`src/rtl/core/wlp_pkg.sv`:
```
// package for the weighted lottery picker with timer
// holds item structs, function codes, controller states and command/status structs
package wlp_pkg;

  localparam int unsigned MsPerSec   = 1000;
  localparam int unsigned MaxEntries = 16;

  typedef enum logic [1:0] {
    FUNC_TICK  = 2'd0,
    FUNC_FORCE = 2'd1,
    FUNC_LOAD  = 2'd2,
    FUNC_NONE  = 2'd3
  } func_e;

  typedef struct packed {
    logic [1:0]  func;
    logic [31:0] now_ms;
    logic [3:0]  entry_index;
    logic [15:0] entry_weight;
    logic [15:0] entry_min_sec;
    logic [15:0] entry_max_sec;
    logic [31:0] random_roll;
    logic [31:0] random_duration;
    logic [31:0] random_preview;
  } in_item_t;

  typedef struct packed {
    logic [3:0]  current_index;
    logic [3:0]  next_index;
    logic [25:0] duration_ms;
  } out_item_t;

  typedef enum logic [3:0] {
    ST_IDLE,
    ST_DECODE,
    ST_SUM_CUR,
    ST_MOD_CUR,
    ST_SCAN_CUR,
    ST_SPAN,
    ST_MOD_DUR,
    ST_MUL_DUR,
    ST_SUM_PRV,
    ST_MOD_PRV,
    ST_SCAN_PRV,
    ST_OUT
  } state_e;

  // commands from controller to datapath
  typedef struct packed {
    logic capture;   // latch the accepted item
    logic load;      // write the table entry
    logic clr_walk;  // restart the entry walk
    logic sum_step;  // accumulate one weight
    logic mod_start; // start the divider
    logic scan_step; // compare/subtract one weight
    logic prv_phase; // walk runs for the preview
    logic dur_phase; // divider runs for the duration
    logic set_span;  // prepare duration span
    logic commit_cur;// write current entry and start time
    logic mul_dur;   // scale seconds to ms
    logic set_out;   // load output register
  } cmd_t;

  typedef struct packed {
    logic       is_load;
    logic       do_pick;
    logic       walk_done;
    logic       total_zero;
    logic       mod_done;
    logic       scan_hit;
    logic       span_zero;
  } sts_t;

endpackage

```
`src/rtl/core/wlp_datapath.sv`:
```
// datapath of the lottery picker: entry tables, walk counter, divider, timer
// depends on wlp_pkg
module wlp_datapath import wlp_pkg::*; (
  input  logic      clk_i,
  input  logic      rst_ni,
  input  in_item_t  item_i,
  input  logic [4:0] entry_count_i,
  input  cmd_t      cmd_i,
  output sts_t      sts_o,
  output out_item_t res_o
);
  localparam int unsigned IdxW = (MaxEntries > 1) ? $clog2(MaxEntries) : 1;
  localparam int unsigned CntW = $clog2(MaxEntries + 1);

  logic [15:0] weight_q [MaxEntries];
  logic [15:0] min_q    [MaxEntries];
  logic [15:0] max_q    [MaxEntries];

  in_item_t    item_q;
  logic [3:0]  cur_q;
  logic [31:0] start_q;
  logic [25:0] run_q;
  logic        started_q;

  logic [CntW-1:0] walk_q;
  logic [31:0]     total_q;
  logic            skip_en_q;
  logic [3:0]      skip_idx_q;
  logic [IdxW-1:0] hit_q;
  logic [16:0]     span_q;
  logic [15:0]     secs_q;

  // restoring divider, one bit per cycle
  logic [31:0] dvd_q, div_q;
  logic [32:0] rem_q;
  logic [5:0]  dcnt_q;
  logic        dbusy_q;

  out_item_t res_q;

  // used entry count, clamped to 1..MaxEntries
  logic [CntW-1:0] n_used;
  always_comb begin
    if (entry_count_i == 5'd0) begin
      n_used = CntW'(1);
    end else if (32'(entry_count_i) > 32'(MaxEntries)) begin
      n_used = CntW'(MaxEntries);
    end else begin
      n_used = CntW'(entry_count_i);
    end
  end

  logic [IdxW-1:0] widx;
  logic [15:0]     wcur;
  logic            skip_here;
  logic            scan_hit;
  assign widx      = walk_q[IdxW-1:0];
  assign wcur      = weight_q[widx];
  assign skip_here = skip_en_q && (32'(walk_q) == 32'(skip_idx_q));
  assign scan_hit  = !skip_here && (rem_q[31:0] < 32'(wcur));

  // restoring step
  logic [32:0] rem_sh;
  logic [32:0] rem_sub;
  assign rem_sh  = {rem_q[31:0], dvd_q[31]};
  assign rem_sub = rem_sh - {1'b0, div_q};

  logic [IdxW-1:0] cur_idx;
  assign cur_idx = IdxW'(cur_q);

  // preview hit is taken straight from the walk when it lands in the output cycle
  logic [3:0] nxt_idx;
  assign nxt_idx = (total_q == 32'd0) ? cur_q :
                   ((cmd_i.scan_step && scan_hit) ? 4'(widx) : 4'(hit_q));

  always_ff @(posedge clk_i) begin
    if (cmd_i.capture) item_q <= item_i;
  end

  always_ff @(posedge clk_i or negedge rst_ni) begin
    if (!rst_ni) begin
      for (int i = 0; i < MaxEntries; i++) begin
        weight_q[i] <= '0;
        min_q[i]    <= '0;
        max_q[i]    <= '0;
      end
      cur_q     <= '0;
      start_q   <= '0;
      run_q     <= '0;
      started_q <= 1'b0;
      walk_q    <= '0;
      total_q   <= '0;
      skip_en_q <= 1'b0;
      skip_idx_q<= '0;
      hit_q     <= '0;
      span_q    <= '0;
      secs_q    <= '0;
      dvd_q     <= '0;
      div_q     <= '0;
      rem_q     <= '0;
      dcnt_q    <= '0;
      dbusy_q   <= 1'b0;
      res_q     <= '0;
    end else begin
      if (cmd_i.load && (32'(item_q.entry_index) < 32'(MaxEntries))) begin
        weight_q[IdxW'(item_q.entry_index)] <= item_q.entry_weight;
        min_q[IdxW'(item_q.entry_index)]    <= item_q.entry_min_sec;
        max_q[IdxW'(item_q.entry_index)]    <= item_q.entry_max_sec;
      end
      if (cmd_i.clr_walk) begin
        walk_q  <= '0;
        total_q <= '0;
        hit_q   <= '0;
        if (cmd_i.prv_phase) begin
          skip_en_q  <= 1'b1;
          skip_idx_q <= cur_q;
        end else begin
          skip_en_q  <= started_q && (n_used > CntW'(1));
          skip_idx_q <= cur_q;
        end
      end
      if (cmd_i.sum_step) begin
        if (!skip_here) total_q <= total_q + 32'(wcur);
        walk_q <= walk_q + CntW'(1);
      end
      if (cmd_i.mod_start) begin
        dvd_q   <= cmd_i.dur_phase ? item_q.random_duration :
                   (cmd_i.prv_phase ? item_q.random_preview : item_q.random_roll);
        div_q   <= cmd_i.dur_phase ? 32'(span_q) : total_q;
        rem_q   <= '0;
        dcnt_q  <= '0;
        dbusy_q <= 1'b1;
        walk_q  <= '0;
      end else if (dbusy_q) begin
        dvd_q <= {dvd_q[30:0], 1'b0};
        rem_q <= rem_sub[32] ? rem_sh : rem_sub;
        dcnt_q <= dcnt_q + 6'd1;
        if (dcnt_q == 6'd31) dbusy_q <= 1'b0;
      end
      if (cmd_i.scan_step) begin
        if (!skip_here) begin
          if (rem_q[31:0] < 32'(wcur)) hit_q <= widx;
          else rem_q <= rem_q - 33'(wcur);
        end
        walk_q <= walk_q + CntW'(1);
      end
      if (cmd_i.set_span) begin
        span_q <= 17'(max_q[cur_idx]) - 17'(min_q[cur_idx]) + 17'd1;
        secs_q <= min_q[cur_idx];
      end
      if (cmd_i.commit_cur) begin
        cur_q     <= (total_q == 32'd0) ? 4'd0 : 4'(hit_q);
        start_q   <= item_q.now_ms;
        started_q <= 1'b1;
      end
      if (cmd_i.mul_dur) begin
        // secs plus remainder fits 16 bits since the sum stays at most max
        run_q <= 26'((secs_q + (cmd_i.dur_phase ? rem_q[15:0] : 16'd0)) * 26'(MsPerSec));
      end
      if (cmd_i.set_out) begin
        res_q.current_index <= cur_q;
        res_q.next_index    <= nxt_idx;
        res_q.duration_ms   <= run_q;
      end
    end
  end

  logic        expired;
  assign expired = (item_q.now_ms - start_q) >= 32'(run_q);

  // scan hit: current compare succeeds on a non-skipped entry
  assign sts_o.is_load    = (item_q.func == FUNC_LOAD);
  assign sts_o.do_pick    = (item_q.func == FUNC_FORCE) ||
                            ((item_q.func == FUNC_TICK) && (!started_q || expired));
  assign sts_o.walk_done  = (walk_q >= n_used);
  assign sts_o.total_zero = (total_q == 32'd0);
  assign sts_o.mod_done   = !dbusy_q;
  assign sts_o.scan_hit   = scan_hit;
  assign sts_o.span_zero  = (max_q[cur_idx] <= min_q[cur_idx]);
  assign res_o = res_q;

  always_ff @(posedge clk_i) begin
    if (cmd_i.mod_start && cmd_i.dur_phase) begin
      assert (span_q != 17'd0) else $error("zero duration span");
    end
  end

endmodule

```
`src/rtl/core/wlp_ctrl.sv`:
```
// controller state machine of the lottery picker
// depends on wlp_pkg
module wlp_ctrl import wlp_pkg::*; (
  input  logic clk_i,
  input  logic rst_ni,
  input  logic in_valid_i,
  output logic in_ready_o,
  output logic out_valid_o,
  input  logic out_ready_i,
  input  sts_t sts_i,
  output cmd_t cmd_o
);
  state_e state_q, state_d;
  logic   outv_q, outv_d;

  always_ff @(posedge clk_i or negedge rst_ni) begin
    if (!rst_ni) begin
      state_q <= ST_IDLE;
      outv_q  <= 1'b0;
    end else begin
      state_q <= state_d;
      outv_q  <= outv_d;
    end
  end

  assign in_ready_o  = (state_q == ST_IDLE);
  assign out_valid_o = outv_q;

  always_comb begin
    state_d = state_q;
    outv_d  = outv_q && !out_ready_i;
    cmd_o   = '0;
    unique case (state_q)
      ST_IDLE: begin
        if (in_valid_i) begin
          cmd_o.capture = 1'b1;
          state_d = ST_DECODE;
        end
      end
      ST_DECODE: begin
        if (sts_i.is_load) begin
          cmd_o.load = 1'b1;
          state_d = ST_IDLE;
        end else if (sts_i.do_pick) begin
          cmd_o.clr_walk = 1'b1;
          state_d = ST_SUM_CUR;
        end else begin
          state_d = ST_IDLE;
        end
      end
      ST_SUM_CUR: begin
        if (sts_i.walk_done) begin
          if (sts_i.total_zero) state_d = ST_SPAN;
          else state_d = ST_MOD_CUR;
          if (!sts_i.total_zero) cmd_o.mod_start = 1'b1;
          if (sts_i.total_zero) cmd_o.commit_cur = 1'b1;
        end else begin
          cmd_o.sum_step = 1'b1;
        end
      end
      ST_MOD_CUR: begin
        if (sts_i.mod_done) state_d = ST_SCAN_CUR;
      end
      ST_SCAN_CUR: begin
        if (sts_i.scan_hit || sts_i.walk_done) begin
          cmd_o.scan_step  = !sts_i.walk_done;
          state_d = ST_SPAN;
        end else begin
          cmd_o.scan_step = 1'b1;
        end
      end
      ST_SPAN: begin
        // commit happens here for the non-zero total case
        if (!sts_i.total_zero) cmd_o.commit_cur = 1'b1;
        state_d = ST_MOD_DUR;
      end
      ST_MOD_DUR: begin
        cmd_o.set_span = 1'b1;
        state_d = ST_MUL_DUR;
      end
      ST_MUL_DUR: begin
        if (sts_i.span_zero) begin
          cmd_o.mul_dur  = 1'b1;
          cmd_o.clr_walk = 1'b1;
          cmd_o.prv_phase = 1'b1;
          state_d = ST_SUM_PRV;
        end else begin
          cmd_o.mod_start = 1'b1;
          cmd_o.dur_phase = 1'b1;
          state_d = ST_OUT;
        end
      end
      ST_OUT: begin
        // waits for duration remainder, then scales it
        if (sts_i.mod_done) begin
          cmd_o.mul_dur   = 1'b1;
          cmd_o.dur_phase = 1'b1;
          cmd_o.clr_walk  = 1'b1;
          cmd_o.prv_phase = 1'b1;
          state_d = ST_SUM_PRV;
        end
      end
      ST_SUM_PRV: begin
        cmd_o.prv_phase = 1'b1;
        if (sts_i.walk_done) begin
          if (sts_i.total_zero) begin
            if (!outv_q || out_ready_i) begin
              cmd_o.set_out = 1'b1;
              outv_d = 1'b1;
              state_d = ST_IDLE;
            end
          end else begin
            cmd_o.mod_start = 1'b1;
            state_d = ST_MOD_PRV;
          end
        end else begin
          cmd_o.sum_step = 1'b1;
        end
      end
      ST_MOD_PRV: begin
        if (sts_i.mod_done) state_d = ST_SCAN_PRV;
      end
      ST_SCAN_PRV: begin
        cmd_o.prv_phase = 1'b1;
        if (sts_i.scan_hit || sts_i.walk_done) begin
          if (!outv_q || out_ready_i) begin
            cmd_o.scan_step = !sts_i.walk_done;
            cmd_o.set_out = 1'b1;
            outv_d = 1'b1;
            state_d = ST_IDLE;
          end
        end else begin
          cmd_o.scan_step = 1'b1;
        end
      end
      default: state_d = ST_IDLE;
    endcase
  end

  property p_no_accept_busy;
    @(posedge clk_i) disable iff (!rst_ni) (state_q != ST_IDLE) |-> !in_ready_o;
  endproperty
  a_no_accept_busy: assert property (p_no_accept_busy) else $error("ready while busy");

  a_out_hold: assert property (@(posedge clk_i) disable iff (!rst_ni)
    (out_valid_o && !out_ready_i) |=> out_valid_o) else $error("result dropped");

  a_load_done: assert property (@(posedge clk_i) disable iff (!rst_ni)
    (state_q == ST_DECODE && sts_i.is_load) |=> state_q == ST_IDLE)
    else $error("load not single cycle");

endmodule

```
`src/rtl/core/weighted_lottery_picker_with_timer_unit.sv`:
```
// a load or ignored item is handled in the decode state; a pick runs up to four entry walks
// (over the n entries in use) and up to three bit-serial divisions
// one item at a time; the next item is taken once the current one is done
// a finished result waits in the output register without blocking a new item; a later
// pick holds its own result until that register is free
// reset: tables cleared, entry count 1, nothing picked
module weighted_lottery_picker_with_timer_unit import wlp_pkg::*; (
  input  logic      clk_i,
  input  logic      rst_ni,
  input  logic      cfg_valid_i,
  output logic      cfg_ready_o,
  input  logic [4:0] cfg_data_i,
  input  logic      in_valid_i,
  output logic      in_ready_o,
  input  in_item_t  in_data_i,
  output logic      out_valid_o,
  input  logic      out_ready_i,
  output out_item_t out_data_o
);
  logic [4:0] count_q;
  cmd_t cmd;
  sts_t sts;

  assign cfg_ready_o = 1'b1;

  always_ff @(posedge clk_i or negedge rst_ni) begin
    if (!rst_ni) begin
      count_q <= 5'd1;
    end else if (cfg_valid_i) begin
      count_q <= cfg_data_i;
    end
  end

  wlp_ctrl u_ctrl (
    .clk_i, .rst_ni, .in_valid_i, .in_ready_o, .out_valid_o, .out_ready_i,
    .sts_i(sts), .cmd_o(cmd)
  );

  wlp_datapath u_dp (
    .clk_i, .rst_ni, .item_i(in_data_i), .entry_count_i(count_q),
    .cmd_i(cmd), .sts_o(sts), .res_o(out_data_o)
  );

endmodule
```
`config.mk`:
```
export PLATFORM = sky130hd
export DESIGN_NAME = weighted_lottery_picker_with_timer_unit
export DESIGN_NICKNAME = d
export VERILOG_FILES = /design/src/rtl/core/wlp_pkg.sv /design/src/rtl/core/wlp_datapath.sv /design/src/rtl/core/wlp_ctrl.sv /design/src/rtl/core/weighted_lottery_picker_with_timer_unit.sv
export SDC_FILE = /design/constraint.sdc
export NUM_CORES = 2
export LEC_CHECK = 0
export ABC_AREA = 1
export BUFFER_PORTS_ARGS = -buffer_cell sky130_fd_sc_hd__buf_2
export CAP_MARGIN = 15
export CORE_AREA = 8 8 323 325
export DETAILED_ROUTE_END_ITERATION = 8
export DIE_AREA = 0 0 331 333
export GPL_TIMING_DRIVEN = 1
export HOLD_SLACK_MARGIN = 0.02
export PLACE_DENSITY = 0.8
export SKIP_LAST_GASP = 1
export SLEW_MARGIN = 5
export SYNTH_ARGS = -nofsm -noshare
export SYNTH_HDL_FRONTEND = slang
export SYNTH_SLANG_ARGS = --single-unit
export TNS_END_PERCENT = 30
```
`constraint.sdc`:
```
create_clock -name clk_i -period 22.3 [get_ports clk_i]
set_clock_uncertainty 0.05 [all_clocks]
set_input_delay 4.46 -clock clk_i [delete_from_list [all_inputs] [get_ports clk_i]]
set_output_delay 4.46 -clock clk_i [all_outputs]
set_load 0.01 [all_outputs]
```
* Yosys cells after proc, flatten, opt, wreduce, memory -nomap -nowiden
Cells that the tools add are included.
** Word-level totals
- Register bits :: 1234
- Output and inout bits :: 37
- Input port bits :: 192
** Operators by class
- Reductions and logical operators :: 25
- Magnitude comparators :: 10
- Bitwise gates (word level) :: 3
- $add $sub $neg :: 9
- Multiplexer cells :: 100
- $mul :: 1
- Equal/unequal tests :: 23
** Operators with widths (count)
- 256-bit bitwise mux :: 3
- 32-bit 2-to-1 mux :: 8
- 33-bit 2-to-1 mux :: 6
- 16-bit binary-select mux with 4-bit select :: 3
- 16-bit 2-to-1 mux :: 8
- 4-bit 2-to-1 mux :: 17
- 16-bit demux with 4-bit select :: 1
- 4-bit case mux with 12 select lines :: 1
- 33-bit by 16-bit subtractor with 33-bit output :: 1
- 33-bit by 32-bit subtractor with 33-bit output :: 1
- 32-bit by 16-bit adder with 32-bit output :: 1
- 32-bit by 26-bit >= comparator with 1-bit output :: 1
- 32-bit logical NOT :: 1
- 32-bit by 16-bit < comparator with 1-bit output :: 1
- 32-bit subtractor :: 1
- 1-bit 2-to-1 mux :: 31
- 5-bit 2-to-1 mux :: 6
- 16-bit by 26-bit adder with 26-bit output :: 1
- 26-bit by 7-bit multiplier with 23-bit output, second input constant :: 1
- 17-bit by 1-bit adder with 17-bit output, second input constant :: 1
- 16-bit by 16-bit subtractor with 17-bit output :: 1
- 4-bit by 3-bit equality test with 1-bit output, second input constant :: 4
- 4-bit equality test, second input constant :: 4
- 16-bit <= comparator :: 1
- 31 further kinds :: 67

* Longest topological paths before layout
- Depth after elaboration :: 12
- Gate-level depth with buffers :: 53
- Depth with buffers taken out :: 49

* Hierarchy
Synthesis repeated with hierarchy kept, for this count alone.
** Second synthesis, totals
- Cells, all modules :: 7814
- Area, all modules :: 64597.0 µm²
** Modules (own cells, without submodules)
- wlp_datapath :: area each 63830.0 µm², sequential area each 31515.2 µm², times used 1, cells an instance 7689
- wlp_ctrl :: area each 569.3 µm², sequential area each 125.1 µm², times used 1, cells an instance 102
- weighted_lottery_picker_with_timer_unit :: area each 197.7 µm², sequential area each 126.4 µm², times used 1, cells an instance 23

* Worst setup path before layout
No wires, ideal clock.
- Path kind :: input -> register
- Start :: input in_valid_i
- End :: register u_dp.item_q[0] in the netlist's numbering (enable)
- Cell stages on the path :: 2
- Buffers on the path :: 0
- Arrival time :: 16.708 ns
- Setup slack :: 4.594 ns
- Cell sequence :: inv_1 > nor3_1
** RTL lines
- start: declaration :: line weighted_lottery_picker_with_timer_unit.sv:13 : input logic in_valid_i,
- end signal: assignment :: line wlp_datapath.sv:77 : if (cmd_i.capture) item_q <= item_i;
- end: declaration :: line wlp_datapath.sv:19 : in_item_t item_q;

* Final worst setup path
- Start :: register u_dp.cur_q[0], in the netlist u_dp.cur_idx[0]
- End :: register u_dp.run_q[25]
** Between the ends
- Longest elaborated chain between the ends :: 10
** RTL lines
- start: declaration :: line wlp_datapath.sv:20 : logic [3:0] cur_q;
- start signal: assignment :: line wlp_datapath.sv:152 : cur_q <= (total_q == 32'd0) ? 4'd0 : 4'(hit_q);
- 4-bit NOT with 5-bit output (implied by the code) * :: line wlp_datapath.sv:179 : assign sts_o.span_zero = (max_q[cur_idx] <= min_q[cur_idx]);
- 16-bit binary-select mux with 4-bit select :: line wlp_datapath.sv:179
- 16-bit 2-to-1 mux (implied by the code) (2 in series) :: line wlp_datapath.sv:179
- 16-bit <= comparator * :: line wlp_datapath.sv:179
- 1-bit 2-to-1 mux :: line wlp_ctrl.sv:82 : if (sts_i.span_zero) begin
- 1-bit case mux with 2 select lines :: line wlp_ctrl.sv:33 : unique case (state_q)
- 16-bit 2-to-1 mux :: line wlp_datapath.sv:158 : run_q <= 26'((secs_q + (cmd_i.dur_phase ? rem_q[15:0] : 16'd0)) * 26'(MsPerSec));
- 16-bit by 26-bit adder with 26-bit output :: line wlp_datapath.sv:158
- 26-bit by 7-bit multiplier with 23-bit output :: line wlp_datapath.sv:158
- end signal: assignment :: line wlp_datapath.sv:158
- end: declaration :: line wlp_datapath.sv:22 : logic [25:0] run_q;
Every way passes the cells marked *; elsewhere a longest branch is shown, timed or not. The select of a mux whose other input is x is not followed.
A chain may end at the register's enable or synchronous reset.

==> results by group <==
Timing
  – Slew Limit Fails: 0
  – Final period util: 53.61%
  – F_max: 83.64 MHz
  – Min cycle time layout: 11960 ps
  – Measured slew at the worst slew-check pin: 1210 ps
  – Max-slew headroom: 19.32%
  – Final setup vio count: 0
  – RSZ-0062 raised after global routing: no
  – Final Hold Viols: 0
  – TNS Setup: 0 ps

Setup path
  – Crit path max fanout: 153
  – Slowest stage delay, CP: 950 ps
  – Startpoint Class: flop
  – Crit path kind: flop to flop
  – CP most frequent cell: nand2_1
  – Crit path DAT: 12490 ps
  – Slowest cell on the critical path: buf_4
  – Slack of the worst reg-to-reg path: 10340 ps
  – CP Data Required Time: 22830 ps
  – Critical Path End Type: flop

Synth
  – Synthesized area: 0.06404 mm²
  – Post-synthesis cell type with the largest combined area: dfrtp_1
  – Post-synthesis sequential area ratio: 49.61%
  – Synth Instances: 7626
  – Synth Flop Type: dfrtp_1
  – Synth area leaders: dfrtp_1, o21ai_0, nand2_1
  – Synth top area share: 41.03%
  – Synthesized area per cell: 8.397 µm²
  – Register bit total from synthesis: 1233
  – Synth warnings: 0
  – Synth cell types: 59
  – Async S/R FF share, synth: 85.24%
  – Number of synthesized flops with an enable pin: 182

Global routing
  – GRT Util Overall: 32.14%
  – Vias in the first global route: 53500
  – Initial antenna violation count: 2
  – Largest net degree at the start of global routing: 173
  – Met2 usage: 51.66%
  – GRT Max-Usage Layer: met2
  – Met1 GRT Util: 42.77%
  – Met3 Use GR: 6.694%
  – Remaining Overflow, GRT: 0
  – First-pass GRT wire length: 285700 µm

Pwr
  – Psw: 0.004606 W
  – Sequential share of power: 32.6%
  – Combinational power share: 46.0%
  – Internal Pwr Total: 0.006111 W
  – Pwr Density: 153.3 mW/mm²
  – Switching fraction of total power: 42.98%
  – Leak: 32.94 nW
  – Clk pwr share: 21.3%
  – VDD IR max: 0.0001044 V

Die
  – Core area: 0.09928 mm²
  – Row Count: 116
  – Starting Density: 64.51%
  – Die Ht: 333 µm
  – IO Pins: 229
  – Die area: 0.1102 mm²
  – Width of the die: 331 µm

CTS
  – Reg clk slew, reported paths: 60 ps
  – CTS buffer count: 132
  – CTS Sinks: 1233
  – CTS tree: built
  – CTS HTree Levels: 4
  – Max Buffers Root-to-Sink: 3
  – Post-CTS Setup Bufs: 0
  – Clock Latency Late Sink: 760 ps
  – # resized after CTS: 0
  – CTS root buffer: clkbuf_16
  – Hold_buf cts: 0

Route
  – DRC: 0
  – DR vias: 54720
  – Total routed wirelength: 179000 µm
  – Antenna Nets Post-Route: 0
  – Drt first pass iters: 7
  – Initial DRC Count: 6077
  – Vias/cell: 6.084
  – Wire per inst: 19.90 µm

Final layout
  – Final nets: 8064
  – Fill cells: 7822
  – Share of layout cells above drive strength 1: 7.445%
  – Inserted Diodes: 0
  – Synth-to-layout area growth: 9.150%
  – Multi-input gate area: 0.02782 mm²
  – Storage element area: 0.03178 mm²
  – Fin util: 70.41%

Placement
  – PortBufs: 224
  – DP Wirelength: 112200 µm
  – Gp weighted congestion: 0.9637

Job
  – Total of max-cap violations: 0

Run status
  – Status: completed

Min path
  – Hold Crit Class: flop to flop
## metrics by stage
step	instances	setup slack [ps]	total power [W]	instance area (µm²)	hold slack, ps
2_1_floorplan	7628	4594	0.006737	64050	392.2
3_3_place_gp	8749	10890	0.008181	65270	406.2
3_5_place_dp	8750	10550	0.008346	65300	410.4
4_1_cts	8992	10440	0.01067	69850	425.9
5_1_grt	8994	9479	0.01155	69900	444.4
6_report	8994	10340	0.01072	69900	423.5
## power by group through the flow
stage | clock [W] | sequential (W) | combinational (W)
4_1_cts | 0.00231 | 0.00348 | 0.00488
3_3_place_gp | 0 | 0.00348 | 0.00470
2_1_floorplan | 0 | 0.00335 | 0.00338
3_5_place_dp | 0 | 0.00350 | 0.00484
5_1_grt | 0.00240 | 0.00356 | 0.00559
6_report | 0.00229 | 0.00350 | 0.00493
## cell usage in the layout (no fill, tap or decap), types with 118 or more instances in the layout
cell type and count:
dfrtp_1 1044, nor2_1 675, nand3_1 270, edfxtp_1 182, inv_1 620, nand2_1 1702, buf_2 223, a21oi_1 229
o21ai_0 1301, o21ai_1 154, clkbuf_16 136, o221ai_1 118, ha_1 220
## logic make-up (layout without fill, tap and decap cells)
logic type / after synthesis / in the layout / synth area share [%]
DFF: 1233 / 1233 / 49.61
xor gates and xnor gates: 110 / 110 / 1.504
muxes: 1 / 1 / 0.01758
other: 2 / 4 / 0.01173
and+or+nand+nor: 2826 / 2826 / 17.85
buffers and inverters: 1105 / 1173 / 7.083
AOI/OAI and AO/OA: 2065 / 2065 / 17.63
adders and majority gates: 284 / 284 / 6.299
## cell type report
type | instances | area share [%]
inverters | 640 | 3.448
well taps | 1298 | 2.323
multi-input cells | 5290 | 39.80
clock inverters | 62 | 1.192
flip-flops and latches | 1233 | 45.47
repair buffers | 291 | 2.449
clock buffers | 180 | 5.320
## critical path: cells and delay by family, from the launching register on
kind	cells	cell delay, ps
AO/OA/AOI/OAI	11	2040
AND/OR/NAND/NOR	14	2110
XOR/XNOR	2	440
adder cells (fa/ha/maj)	8	3150
buffers and inverters	11	3220
flip-flops	1	710
## cells in the mapped netlist, drive strengths merged (66+ instances only)
| cell | number |
|---|---|
| a21oi | 229 |
| buf | 107 |
| clkbuf | 358 |
| dfrtp | 1050 |
| edfxtp | 182 |
| ha | 220 |
| inv | 634 |
| nand2 | 1719 |
| nand3 | 274 |
| nor2 | 680 |
| o211ai | 66 |
| o21ai | 1455 |
| o221ai | 118 |
| o22ai | 92 |
## worst paths after layout
check,from,to,cells past startpoint
setup / recovery,u_dp.cur_idx[0],u_dp.run_q[25],46
hold / removal,u_dp.dvd_q[21],u_dp.dvd_q[21],2
setup reg to reg,u_dp.cur_idx[0],u_dp.run_q[25],46
hold reg to reg,u_dp.dvd_q[21],u_dp.dvd_q[21],2
max in group asynchronous,rst_ni,u_dp.dvd_q[3],5
min in group asynchronous,rst_ni,u_dp.max_q[179],1
## layer usage
layer | vias up | share of wire, %
met3 | 495 | 9.1
li1 | 25440 | -
met4 | 4 | 3.9
met5 | - | 0.017
met1 | 26320 | 40
met2 | 2458 | 47
## state kept, by name (all words and copies together) (netlist names), 31 cells and up
register       count
u_dp.div_q        32
u_dp.dvd_q        32
u_dp.item_q      182
u_dp.max_q       256
u_dp.min_q       256
u_dp.rem_q        32
u_dp.res_o        31
u_dp.start_q      32
u_dp.total_q      32
u_dp.weight_q    256
Note: power is estimated with default switching activity, not from simulation.
